## src/hw/rtl/tcba_ram.sv

```systemverilog
`default_nettype none

// Simple dual-port RAM, one write and one registered read per cycle.
module tcba_ram #(
    parameter int WIDTH = 8,
    parameter int DEPTH = 256
) (
    input  logic                     clk,
    input  logic                     we,
    input  logic [$clog2(DEPTH)-1:0] waddr,
    input  logic [WIDTH-1:0]         wdata,
    input  logic [$clog2(DEPTH)-1:0] raddr,
    output logic [WIDTH-1:0]         rdata
);

    logic [WIDTH-1:0] mem [DEPTH];

    always_ff @(posedge clk)
    begin
        if (we)
        begin
            mem[waddr] <= wdata;
        end
        rdata <= mem[raddr];
    end

endmodule

`default_nettype wire

```

## config.mk

```make
export PLATFORM = sky130hd
export DESIGN_NAME = tcba_ram
export DESIGN_NICKNAME = d
export VERILOG_FILES = /design/src/hw/rtl/tcba_ram.sv
export SDC_FILE = /design/constraint.sdc
export NUM_CORES = 2
export LEC_CHECK = 0
export BUFFER_PORTS_ARGS = -buffer_cell sky130_fd_sc_hd__buf_2
export CAP_MARGIN = 30
export CORE_UTILIZATION = 30
export CTS_CLUSTER_SIZE = 40
export DETAILED_ROUTE_END_ITERATION = 10
export GPL_TIMING_DRIVEN = 0
export SYNTH_ARGS = -nofsm -noshare
export SYNTH_HDL_FRONTEND = slang
export SYNTH_SLANG_ARGS = --single-unit
export TNS_END_PERCENT = 100
```

## constraint.sdc

```tcl
create_clock -name clk -period 3.1 [get_ports clk]
set_clock_uncertainty 0.15 [all_clocks]
set_input_delay 0.62 -clock clk [delete_from_list [all_inputs] [get_ports clk]]
set_output_delay 0.62 -clock clk [all_outputs]
set_load 0.01 [all_outputs]
```

==> metrics.md <==
| Metric | Value |
|---|---|
| DP HPWL | `163000 um` |
| Met3 usage in global routing | `4.38%` |
| Tmin final | `3.29 ns` |
| Slew HR | `25.7%` |
| Syn nets | `3759` |
| Hold crit path type | `input port to flop` |
| Synth area leader | `edfxtp_1` |
| Syn avg cell area | `21.3 um2` |
| IO Pins | `34` |
| WP data required | `3.42 ns` |
| Max Buffers Root-to-Sink | `3` |
| Synth area leaders | `edfxtp_1 77%, mux4_2 13%, mux2i_1 1.7%` |
| Critical Path Fanout Max | `10` |
| Crit Path Category | `input port to flop` |
| DR vias | `41707` |
| Final WS setup | `-0.194 ns` |
| Setup-failing EPs final | `413` |
| Fin crit share | `106%` |
| Fraction of layout cells with a size suffix above 1 | `28.8%` |
| Status | `complete, but fails checks` |
| CP Launch Type | `input port` |
| Failing checks | `negative setup slack` |
| Met1 Usage GRT | `23.6%` |
| CTS tree | `done` |
| Nets | `4057` |
| Met2 Use GR | `28.7%` |
| CTS Buf Count | `206` |
| GRT Residual Overflow | `0` |
| Total wire length | `244000 um` |
| Chip height | `517 um` |
| Ys Warns | `0` |
| Die Wd | `517 um` |
| Post-DRT Antenna Nets | `0` |
| LEAKAGE | `28.2 nW` |
| Fin. Hold Viols | `0` |
| Core Region | `0.263 mm2` |
| First-pass GRT wire length | `333000 um` |
| Pre-antenna DRT Iters | `8` |
| Area post-placement | `0.0850 mm2` |
| Share of the synthesized area in the top cell type | `77.3%` |
| Sequential area share after synthesis | `77.5%` |
| Synthesized instance count | `3733` |
| PortBufs | `26` |
| Max-cap violations | `0` |
| Commonest register cell after synthesis | `edfxtp_1` |
| Setup crit end kind | `flop` |
| Clock sinks | `2056` |
| Global router's overall resource usage | `18.1%` |
| H-tree depth | `4` |
| Layout area overhead | `16.8%` |
| Worst-margin pin slew | `1.11 ns` |
| Final core occ | `35.3%` |
| Worst VDD drop | `0.529 mV` |
| P per Cell Area | `635 mW/mm2` |
| Flops & latches, synth | `2056` |
| Number of flops mapped to enable cells by yosys | `2048` |
| Clk slew on worst S/H paths | `0.06 ns` |
| RSZ-0062 raised after global routing | `true` |
| Starting Density | `30.3%` |
| Routed WL per cell | `31.5 um` |
| DR iter-0 viols | `6230` |
| Global routing's busiest layer | `met2` |
| Clock Tree Root | `clkbuf_16` |
| DRC | `0` |
| Vias in the first global route | `40843` |
| Rows | `188` |
| Final number of max-transition violations | `0` |
| Antenna violations before repair | `22` |
| Yosys cell types | `55` |
| Via density | `5.40` |
| FMAX | `304 MHz` |
| Largest net degree at the start of global routing | `157` |
| Global placer's final weighted congestion | `0.946` |
| Die area | `0.267 mm2` |
| Clk_lat worst skew | `0.89 ns` |
| Arr. time, crit path | `3.61 ns` |
| Synthesized area | `0.0796 mm2` |
| Post-synth ARST share | `0%` |
| Finished layout cell area | `0.0929 mm2` |
[path summary, 6_finish.rpt]
check / startpoint / endpoint / slack, ns / cells past startpoint
worst max-delay path: waddr[2] / mem[211][1] / -0.19 / 5
worst min-delay path: wdata[6] / mem[110][6] / 0.09 / 1
worst max register to register: mem[139][7] / rdata[7] / 0.26 / 7
worst min register to register: mem[201][1] / rdata[1] / 1.21 / 6
[cells in the final DEF (no fill, tap or decap), types with 9 or more instances in the layout]
cell type	synthesis	routed
edfxtp_1	2048	2048
mux4_2	454	454
clkbuf_16	0	206
nor2_1	282	151
mux2i_1	134	133
a22oi_1	133	132
nor2_2	0	128
a21oi_1	96	89
clkbuf_1	111	81
clkinv_1	1	60
buf_4	27	59
clkbuf_2	0	54
buf_2	31	49
o221ai_1	46	42
buf_8	13	38
clkinv_2	0	37
nand2_1	33	33
nand3_1	34	30
nor2b_1	31	29
o22ai_1	28	28
buf_6	21	27
bufinv_16	0	21
buf_16	0	17
a211oi_1	16	14
buf_1	22	13
diode_2	0	11
buf_12	8	11
nor3_1	22	11
nand4_1	10	10
o211ai_1	10	10
nor4_2	3	10
nor4_1	24	9
[Yosys cell counts, drive strengths merged (31+ instances only)]
master / n
nor2: 282
mux2i: 134
o221ai: 47
nand3: 34
buf: 122
edfxtp: 2048
nand2: 33
mux4: 456
nor2b: 31
a21oi: 96
a22oi: 133
clkbuf: 111
[cells by family (layout without fill, tap and decap cells)]
group / Yosys count / count (layout) / synth area share (%)
other: 0 / 11 / 0
muxes: 591 / 591 / 14.6
and+or+nand+nor: 466 / 466 / 2.63
buffers and inverters: 235 / 705 / 1.83
DFF: 2056 / 2056 / 77.5
AOI/OAI and AO/OA: 385 / 385 / 3.42
[routing by layer]
layer | share of wire [%] | wire length [um]
met3 | 11 | 25900
met1 | 38 | 92500
met2 | 47 | 115000
met5 | 0.024 | 58
met4 | 4.2 | 10300
[per-stage QoR]
step | setup slack (ns) | hold WS (ns) | total power [W] | instances | setup TNS, ns
4_1_cts | -0.0448 | 0.0872 | 0.0591 | 7710 | -0.107
3_5_place_dp | -2.05 | 0.873 | 0.0346 | 7328 | -1126.66
3_3_place_gp | -3.02 | 0.882 | 0.0345 | 7274 | -5342.77
2_1_floorplan | 0.392 | 0.569 | 0.0328 | 3733 | 0
6_report | -0.194 | 0.0938 | 0.0590 | 7729 | -24.97
5_1_grt | -0.162 | 0.113 | 0.0603 | 7722 | -3.98
[registers in the layout, indices dropped and copies added, names as in the netlist]
signal,count
rdata,8
mem,2048
[where the power goes]
group,internal (W),switching [W],total [W]
logic,0.00111,0.00238,0.00349
clock network,0.0140,0.0108,0.0248
registers,0.0306,0.0000178,0.0307
total,0.0458,0.0132,0.0590
[critical path, stage by stage]
cell      delay (ns)
clkbuf_1        0.26
nor2_1          0.71
nand4_1         0.47
clkbuf_2        0.66
nor2_1          0.87
[timing repair]
action                                  in CTS  in global routing
pin swaps                                    6                  7
setup buffers                                2                  3
hold endpoints to repair                    34                  0
hold buffers                                 1                  0
endpoints found under the setup margin     240                623
gates resized for setup                    192                138
[layout make-up]
cell class / instances / area (um2)
Multi-Input combinational cell: 1442 / 17300
Fill cell: 24336 / 170000
Clock inverter: 140 / 1420
Inverter: 2 / 7.51
Tap cell: 3515 / 4400
Clock buffer: 240 / 5280
Antenna cell: 11 / 27.5
Timing Repair Buffer: 95 / 1170
Sequential cell: 2056 / 61700
Buffer: 228 / 1650
(Power assumes the default switching activity.)
