File: src/hw/rtl/tcba_pkg.sv
`default_nettype none

package tcba_pkg;

    // Field and store widths
    localparam int ADDR_W      = 13;
    localparam int PTR_W       = 14;
    localparam int CNT_W       = 13;
    localparam int CLS_W       = 2;
    localparam int WORDS_W     = 7;
    localparam int STORE_DEPTH = 8192;

    // Pool geometry
    localparam int POOL_WORDS  = 8192;
    localparam int SMALL_WORDS = 5;
    localparam int MID_WORDS   = 6;
    localparam int LARGE_WORDS = 7;

    // Free-word sum and its ceiling
    localparam int SUM_W    = 22;
    localparam int FREE_MAX = 16383;

    // Stream payload widths
    localparam int S_TDATA_W = 16;
    localparam int S_TUSER_W = 1;
    localparam int M_TDATA_W = 48;

    // Command and class codes
    localparam logic       CMD_ALLOC = 1'b0;
    localparam logic       CMD_FREE  = 1'b1;
    localparam logic [1:0] CLS_NONE  = 2'd0;
    localparam logic [1:0] CLS_SMALL = 2'd1;
    localparam logic [1:0] CLS_MID   = 2'd2;
    localparam logic [1:0] CLS_LARGE = 2'd3;

    localparam logic [PTR_W-1:0] NULL_PTR = {PTR_W{1'b1}};

    typedef enum logic [1:0] {
        ST_CLEAR,
        ST_IDLE,
        ST_EXEC
    } state_t;

    typedef enum logic [2:0] {
        OP_FAIL,
        OP_CARVE,
        OP_POP,
        OP_SPLIT,
        OP_FREE
    } op_t;

    // Write port of the link store
    typedef struct packed {
        logic              we;
        logic [ADDR_W-1:0] addr;
        logic [PTR_W-1:0]  data;
    } link_wr_t;

    // Write port of the class tag store
    typedef struct packed {
        logic              we;
        logic [ADDR_W-1:0] addr;
        logic [CLS_W-1:0]  data;
    } tag_wr_t;

    // Block size in words for a class code
    function automatic logic [WORDS_W-1:0] class_words(input logic [CLS_W-1:0] cls);
        logic [WORDS_W-1:0] w;
        case (cls)
            CLS_SMALL: w = WORDS_W'(SMALL_WORDS);
            CLS_MID:   w = WORDS_W'(MID_WORDS);
            default:   w = WORDS_W'(LARGE_WORDS);
        endcase
        return w;
    endfunction

endpackage

`default_nettype wire

File: src/hw/rtl/tcba_core.sv
`default_nettype none

// Allocator control: decides the action at accept, reads the stores,
// then updates heads, counts and stores and registers the result.
module tcba_core (
    input  logic                           clk,
    input  logic                           rst_n,
    input  logic                           in_valid,
    output logic                           in_ready,
    input  logic                           in_command,
    input  logic [tcba_pkg::CLS_W-1:0]     in_size_class,
    input  logic [tcba_pkg::ADDR_W-1:0]    in_block_addr,
    output logic                           out_valid,
    input  logic                           out_ready,
    output logic [tcba_pkg::ADDR_W-1:0]    out_result_addr,
    output logic                           out_ok,
    output logic [tcba_pkg::PTR_W-1:0]     out_free_words,
    output logic [tcba_pkg::CNT_W-1:0]     out_frag_count,
    output logic [tcba_pkg::ADDR_W-1:0]    link_raddr,
    input  logic [tcba_pkg::PTR_W-1:0]     link_rdata,
    output tcba_pkg::link_wr_t             link_wr,
    output logic [tcba_pkg::ADDR_W-1:0]    tag_raddr,
    input  logic [tcba_pkg::CLS_W-1:0]     tag_rdata,
    output tcba_pkg::tag_wr_t              tag_wr
);

    import tcba_pkg::*;

    state_t state_reg, state_next;

    logic [ADDR_W-1:0] clr_cnt_reg;
    logic [PTR_W-1:0]  raw_next_reg, raw_next_next;
    logic [PTR_W-1:0]  raw_left_reg, raw_left_next;
    logic [PTR_W-1:0]  head_reg [3];
    logic [PTR_W-1:0]  head_next [3];
    logic [CNT_W-1:0]  cnt_reg [3];
    logic [CNT_W-1:0]  cnt_next [3];
    logic [CNT_W-1:0]  split_reg, split_next;

    // Pending request, held through the execute cycle
    op_t               ex_op_reg;
    logic [CLS_W-1:0]  ex_cls_reg;
    logic [CLS_W-1:0]  ex_src_reg;
    logic [ADDR_W-1:0] ex_addr_reg;

    logic              out_valid_reg;
    logic [ADDR_W-1:0] out_addr_reg;
    logic              ok_reg;

    logic              accept;
    logic              exec_fire;
    logic              clr_done;
    op_t               dec_op;
    logic [CLS_W-1:0]  dec_src;
    logic [PTR_W-1:0]  dec_head;
    logic [PTR_W-1:0]  src_head;
    logic [PTR_W-1:0]  tag_head;
    logic              own_nz;
    logic [2:0]        cnt_nz;
    logic              raw_fit;
    logic [WORDS_W-1:0] in_words;
    logic [WORDS_W-1:0] ex_words;
    logic [ADDR_W-1:0] res_addr;
    logic              res_ok;
    logic [SUM_W-1:0]  free_sum;

    assign accept    = in_valid && in_ready;
    assign exec_fire = (state_reg == ST_EXEC) && (!out_valid_reg || out_ready);
    assign clr_done  = (clr_cnt_reg == {ADDR_W{1'b1}});

    // Next state
    always_comb
    begin
        state_next = state_reg;
        case (state_reg)
            ST_CLEAR: if (clr_done) state_next = ST_IDLE;
            ST_IDLE:  if (accept) state_next = ST_EXEC;
            ST_EXEC:  if (exec_fire) state_next = ST_IDLE;
            default:  state_next = ST_CLEAR;
        endcase
    end

    // Handshake outputs
    always_comb
    begin
        in_ready  = (state_reg == ST_IDLE);
        out_valid = out_valid_reg;
    end

    // Serving order at accept: carve, own list, split a larger block
    always_comb
    begin
        in_words = class_words(in_size_class);
        raw_fit  = (raw_left_reg >= PTR_W'(in_words));
        own_nz   = 1'b0;
        for (int k = 0; k < 3; k++)
        begin
            cnt_nz[k] = (cnt_reg[k] != '0);
            if (in_size_class == CLS_W'(k + 1)) own_nz = cnt_nz[k];
        end
        dec_op  = OP_FAIL;
        dec_src = in_size_class;
        if (in_command == CMD_FREE)
        begin
            dec_op = OP_FREE;
        end
        else if (in_size_class != CLS_NONE)
        begin
            if (raw_fit)
            begin
                dec_op = OP_CARVE;
            end
            else if (own_nz)
            begin
                dec_op = OP_POP;
            end
            else if (in_size_class == CLS_SMALL && cnt_nz[2])
            begin
                dec_op  = OP_SPLIT;
                dec_src = CLS_LARGE;
            end
            else if (in_size_class == CLS_SMALL && cnt_nz[1])
            begin
                dec_op  = OP_SPLIT;
                dec_src = CLS_MID;
            end
            else if (in_size_class == CLS_MID && cnt_nz[2])
            begin
                dec_op  = OP_SPLIT;
                dec_src = CLS_LARGE;
            end
        end
    end

    // Head selection for the decoded list, the pending list and the freed tag
    always_comb
    begin
        dec_head = NULL_PTR;
        src_head = NULL_PTR;
        tag_head = NULL_PTR;
        for (int k = 0; k < 3; k++)
        begin
            if (dec_src == CLS_W'(k + 1))    dec_head = head_reg[k];
            if (ex_src_reg == CLS_W'(k + 1)) src_head = head_reg[k];
            if (tag_rdata == CLS_W'(k + 1))  tag_head = head_reg[k];
        end
    end

    // Read addresses stay fixed while a request waits in execute
    always_comb
    begin
        if (state_reg == ST_EXEC)
        begin
            link_raddr = src_head[ADDR_W-1:0];
            tag_raddr  = ex_addr_reg;
        end
        else
        begin
            link_raddr = dec_head[ADDR_W-1:0];
            tag_raddr  = in_block_addr;
        end
    end

    // Execute: update registers, write stores, form the result
    always_comb
    begin
        raw_next_next = raw_next_reg;
        raw_left_next = raw_left_reg;
        split_next    = split_reg;
        head_next     = head_reg;
        cnt_next      = cnt_reg;
        link_wr       = '0;
        tag_wr        = '0;
        res_addr      = '0;
        res_ok        = 1'b0;
        ex_words      = class_words(ex_cls_reg);
        if (state_reg == ST_CLEAR)
        begin
            tag_wr.we   = 1'b1;
            tag_wr.addr = clr_cnt_reg;
            tag_wr.data = CLS_NONE;
        end
        if (exec_fire)
        begin
            case (ex_op_reg)
                OP_CARVE:
                begin
                    res_addr      = raw_next_reg[ADDR_W-1:0];
                    res_ok        = 1'b1;
                    raw_next_next = raw_next_reg + PTR_W'(ex_words);
                    raw_left_next = raw_left_reg - PTR_W'(ex_words);
                    tag_wr.we     = 1'b1;
                    tag_wr.addr   = raw_next_reg[ADDR_W-1:0];
                    tag_wr.data   = ex_cls_reg;
                end
                OP_POP, OP_SPLIT:
                begin
                    res_addr = src_head[ADDR_W-1:0];
                    res_ok   = 1'b1;
                    for (int k = 0; k < 3; k++)
                    begin
                        if (ex_src_reg == CLS_W'(k + 1))
                        begin
                            head_next[k] = link_rdata;
                            cnt_next[k]  = cnt_reg[k] - CNT_W'(1);
                        end
                    end
                    if (ex_op_reg == OP_SPLIT)
                    begin
                        tag_wr.we   = 1'b1;
                        tag_wr.addr = src_head[ADDR_W-1:0];
                        tag_wr.data = ex_cls_reg;
                        split_next  = split_reg + CNT_W'(1);
                    end
                end
                OP_FREE:
                begin
                    if (tag_rdata != CLS_NONE)
                    begin
                        res_ok       = 1'b1;
                        link_wr.we   = 1'b1;
                        link_wr.addr = ex_addr_reg;
                        link_wr.data = tag_head;
                        for (int k = 0; k < 3; k++)
                        begin
                            if (tag_rdata == CLS_W'(k + 1))
                            begin
                                head_next[k] = PTR_W'(ex_addr_reg);
                                cnt_next[k]  = cnt_reg[k] + CNT_W'(1);
                            end
                        end
                    end
                end
                default: ;
            endcase
        end
    end

    // Control state
    always_ff @(posedge clk or negedge rst_n)
    begin
        if (!rst_n)
        begin
            state_reg     <= ST_CLEAR;
            clr_cnt_reg   <= '0;
            raw_next_reg  <= '0;
            raw_left_reg  <= PTR_W'(POOL_WORDS);
            split_reg     <= '0;
            out_valid_reg <= 1'b0;
            for (int k = 0; k < 3; k++)
            begin
                head_reg[k] <= NULL_PTR;
                cnt_reg[k]  <= '0;
            end
        end
        else
        begin
            state_reg    <= state_next;
            raw_next_reg <= raw_next_next;
            raw_left_reg <= raw_left_next;
            split_reg    <= split_next;
            head_reg     <= head_next;
            cnt_reg      <= cnt_next;
            if (state_reg == ST_CLEAR)
            begin
                clr_cnt_reg <= clr_cnt_reg + ADDR_W'(1);
            end
            if (exec_fire)
            begin
                out_valid_reg <= 1'b1;
            end
            else if (out_ready)
            begin
                out_valid_reg <= 1'b0;
            end
        end
    end

    // Payload registers
    always_ff @(posedge clk)
    begin
        if (accept)
        begin
            ex_op_reg   <= dec_op;
            ex_cls_reg  <= in_size_class;
            ex_src_reg  <= dec_src;
            ex_addr_reg <= in_block_addr;
        end
        if (exec_fire)
        begin
            out_addr_reg <= res_addr;
            ok_reg       <= res_ok;
        end
    end

    // Free words from the settled registers, saturated
    always_comb
    begin
        free_sum = SUM_W'(raw_left_reg)
                 + SUM_W'(cnt_reg[0]) * SUM_W'(SMALL_WORDS)
                 + SUM_W'(cnt_reg[1]) * SUM_W'(MID_WORDS)
                 + SUM_W'(cnt_reg[2]) * SUM_W'(LARGE_WORDS);
        out_free_words = (free_sum > SUM_W'(FREE_MAX)) ? PTR_W'(FREE_MAX)
                                                       : free_sum[PTR_W-1:0];
    end

    assign out_result_addr = out_addr_reg;
    assign out_ok          = ok_reg;
    assign out_frag_count  = split_reg;

endmodule

`default_nettype wire

File: config.mk
export PLATFORM = sky130hd
export DESIGN_NAME = tcba_core
export DESIGN_NICKNAME = d
export VERILOG_FILES = /design/src/hw/rtl/tcba_pkg.sv /design/src/hw/rtl/tcba_core.sv
export SDC_FILE = /design/constraint.sdc
export NUM_CORES = 1
export LEC_CHECK = 0
export ABC_AREA = 0
export BUFFER_PORTS_ARGS = -buffer_cell sky130_fd_sc_hd__buf_2
export CAP_MARGIN = 10
export CORE_UTILIZATION = 65
export DETAILED_ROUTE_END_ITERATION = 7
export PLACE_DENSITY = 0.9
export SYNTH_ARGS = -nofsm -noshare
export SYNTH_HDL_FRONTEND = slang
export SYNTH_SLANG_ARGS = --single-unit
File: constraint.sdc
create_clock -name clk -period 12.7 [get_ports clk]
set_clock_uncertainty 0.05 [all_clocks]
set_input_delay 2.54 -clock clk [delete_from_list [all_inputs] [get_ports clk]]
set_output_delay 2.54 -clock clk [all_outputs]
set_load 0.005 [all_outputs]
==> impl_metrics.ini <==
[worst_hold_path]
hp-class = flip-flop to flip-flop
min_from = raw_next_reg[3]
hold_end = raw_next_reg[3]
worstHoldPathCells = 1

[die]
dieArea_mm2 = 0.02134
die_h_um = 146.1
ios = 149
die_x_um = 146.1
core_mm2 = 0.02030
start_util = 0.6649
fp-row-count = 52

[timing]
setup_viol = 0
drv_slew = 0
hold_viol = 0
maxSlewHeadroom = 0.2630
period_minus_slack_ps = 9407
worstMarginPinSlew_ps = 1106
finalCritPeriodShare = 0.7407
timing.hold.ws_ps = 423.4
setup_tns_ps = 0
rsz0062_at_grt = false
max_freq_mhz = 106.3

[critical_path]
max_stage_delay_ps = 570
critical_path_class = flip-flop to output port
start_kind = flip-flop
r2r-end = cnt_reg[12]
cp.buffers_inverters = 4
cp-startpoint = cnt_reg[13]
cp-end-kind = output port
worst_ep_arrival_time_ps = 6820
cp_cell_sequence = ha_1, inv_1, fa_1, nor2b_1, o21a_1, o21ai_0, a21oi_1, a41oi_1, a221oi_1, xor2_1, ha_1, inv_1, fa_1, fa_1, inv_1, ha_1, a21oi_1, o22ai_1, a2111oi_0, nand3_1, a2111o_1, or4_1, buf_2
path_delay_family = compound AO/OA/AOI/OAI gates
critical_path.max_fanout = 14
ff2ff_setup_slack_ps = 8730
critPathSlowestCell = a2111o_1
r2r-start = ex_op_reg[1]
worstPathRequired_ps = 10110
reg2regPathDepth = 12

[global_route]
antenna_found_initial = 0
grt_max_degree = 82
grt_pass1_vias = 11210
grt_pass1_wl_um = 55080
grt_overflow_total = 0
track_usage = 0.3236

[clock_tree]
h-tree-depth = 4
cts_resized = 0
cts.sinks = 171
clk_pin_slew_ps = 70
clk_latency_ps = 440
cts_max_path_buffers = 2
hold_buffers = 0
cts_tree = done
numCtsBuffers = 17
root_buffer = clkbuf_16
post-cts-setup-buffer-count = 0

[synth]
yosys.area_share.xor_xnor = 0.06295
ys_ff_latch = 171
synth_compound_area_frac = 0.1493
synth_top_area_cell = dfrtp_1
synthSimpleGateAreaFrac = 0.1506
synthCells = 1433
syn_area_mm2 = 0.01350
synthesis.nets = 1642
synth.area.mux_share = 0.05025
ys_seq_area_frac = 0.3336
synthFlopType = dfrtp_1
synth_edf_count = 34
synth_fa_ha_area_frac = 0.1988
ys_types = 71
yosys.area.top_type_share = 0.1743
synthArstFlopShare = 0.8012
ys_top_cells_by_area = dfrtp_1 (17%), fa_1 (10%), ha_1 (9.6%)
synth_top_family_by_area = adder cells
yosysMostFrequentCell = nand2_1
synthesis.area_per_instance_um2 = 9.418
netlist_top_cells_count = nand2_1 (179), inv_1 (136), o21ai_0 (109)
yosys_warnings = 0

[route]
first_pass_iters = 6
drt-initial-drc-count = 1010
routed_wl_um = 33080
wl_per_cell_um = 17.97
ant_nets = 0
vias = 11130
vias_per_cell = 6.043
route.detailed.drc = 0

[power_and_ir_drop]
p_leak_nw = 7.229
peakVddDrop_mv = 0.08554
powerDensity_mw_per_mm2 = 75.25
finalPower_mw = 1.132

[placement]
placed_cell_area_mm2 = 0.01444
hpwl_um = 24220
gp_congestion = 0.8830
io_buffers = 148
dp_cells = 1808

[layout]
nets = 1767
fin_area_mm2 = 0.01505
largest_register_ff_count = 42
diodes = 0
n_fill_cell = 1360
final_cell_count_no_fill = 1841
final_layout_size_suffix_gt1_frac = 0.1833
syn_to_final_growth_pct = 11.50

[flow_run]
timing.max_cap.violations = 0

[outcome]
outcome = finished clean
metal layers:
layer / track usage / vias to the layer above / share of wire
met4: 0.1318 / 0 / 0.029
met2: 0.5309 / 495 / 0.49
met5: 0 / - / 0
li1: - / 5159 / -
met1: 0.4302 / 5385 / 0.41
met3: 0.05375 / 86 / 0.074
kinds of logic after synthesis:
kind of cell | Yosys count
AND/OR/NAND/NOR | 440
AO/OA/AOI/OAI | 299
buffers and inverters | 191
adder cells (fa/ha/maj) | 173
flip-flops | 171
XOR/XNOR | 97
multiplexers | 62
final cells by class:
class / count / area, um2 / area share
multi-input cells: 1071 / 8267 / 0.5493
flip-flops and latches: 171 / 4503 / 0.2992
repair buffers: 159 / 825.8 / 0.05488
inverters: 138 / 518.0 / 0.03442
clock buffers: 18 / 439.2 / 0.02918
well taps: 270 / 337.8 / 0.02245
clock inverters: 14 / 157.7 / 0.01048
through the flow:
step	worst slack (ps)	util
after floorplan	4703	-
after global placement	4176	0.7115
after detailed placement	3835	0.7115
after CTS	3343	0.7409
after global routing	2913	0.7413
final	3293	0.7413
cell usage in the layout (no fill, tap or decap), drive strengths merged, types with 13 or more instances in the layout:
master / n
clkbuf: 18
a211oi: 25
dfstp: 43
dfrtp: 94
nand2b: 24
inv: 144
nor2: 104
o32ai: 13
edfxtp: 34
nand3: 23
and2: 20
xnor2: 57
nand2: 179
o21ai: 110
mux2i: 43
mux2: 19
buf: 159
nor3: 18
xor2: 40
fa: 69
a21oi: 57
ha: 104
or2: 13
power by group:
group | switching, mW | internal, mW | total (mW)
Combinational | 0.0277 | 0.0141 | 0.0418
Clock | 0.247 | 0.284 | 0.531
Sequential | 0.00000000000000000686 | 0.559 | 0.559
Total | 0.275 | 0.858 | 1.13
worst max path at each step:
stage,endpoint,slack (ps),cells past startpoint
final,out_free_words[11],3290,23
after CTS,out_free_words[11],3340,23
after global routing,out_free_words[11],2910,23
after floorplan,out_free_words[11],4700,19
after detailed placement,out_free_words[11],3830,23
after global placement,out_free_words[11],4180,23
No activity file was read; power rests on OpenSTA's default activity.
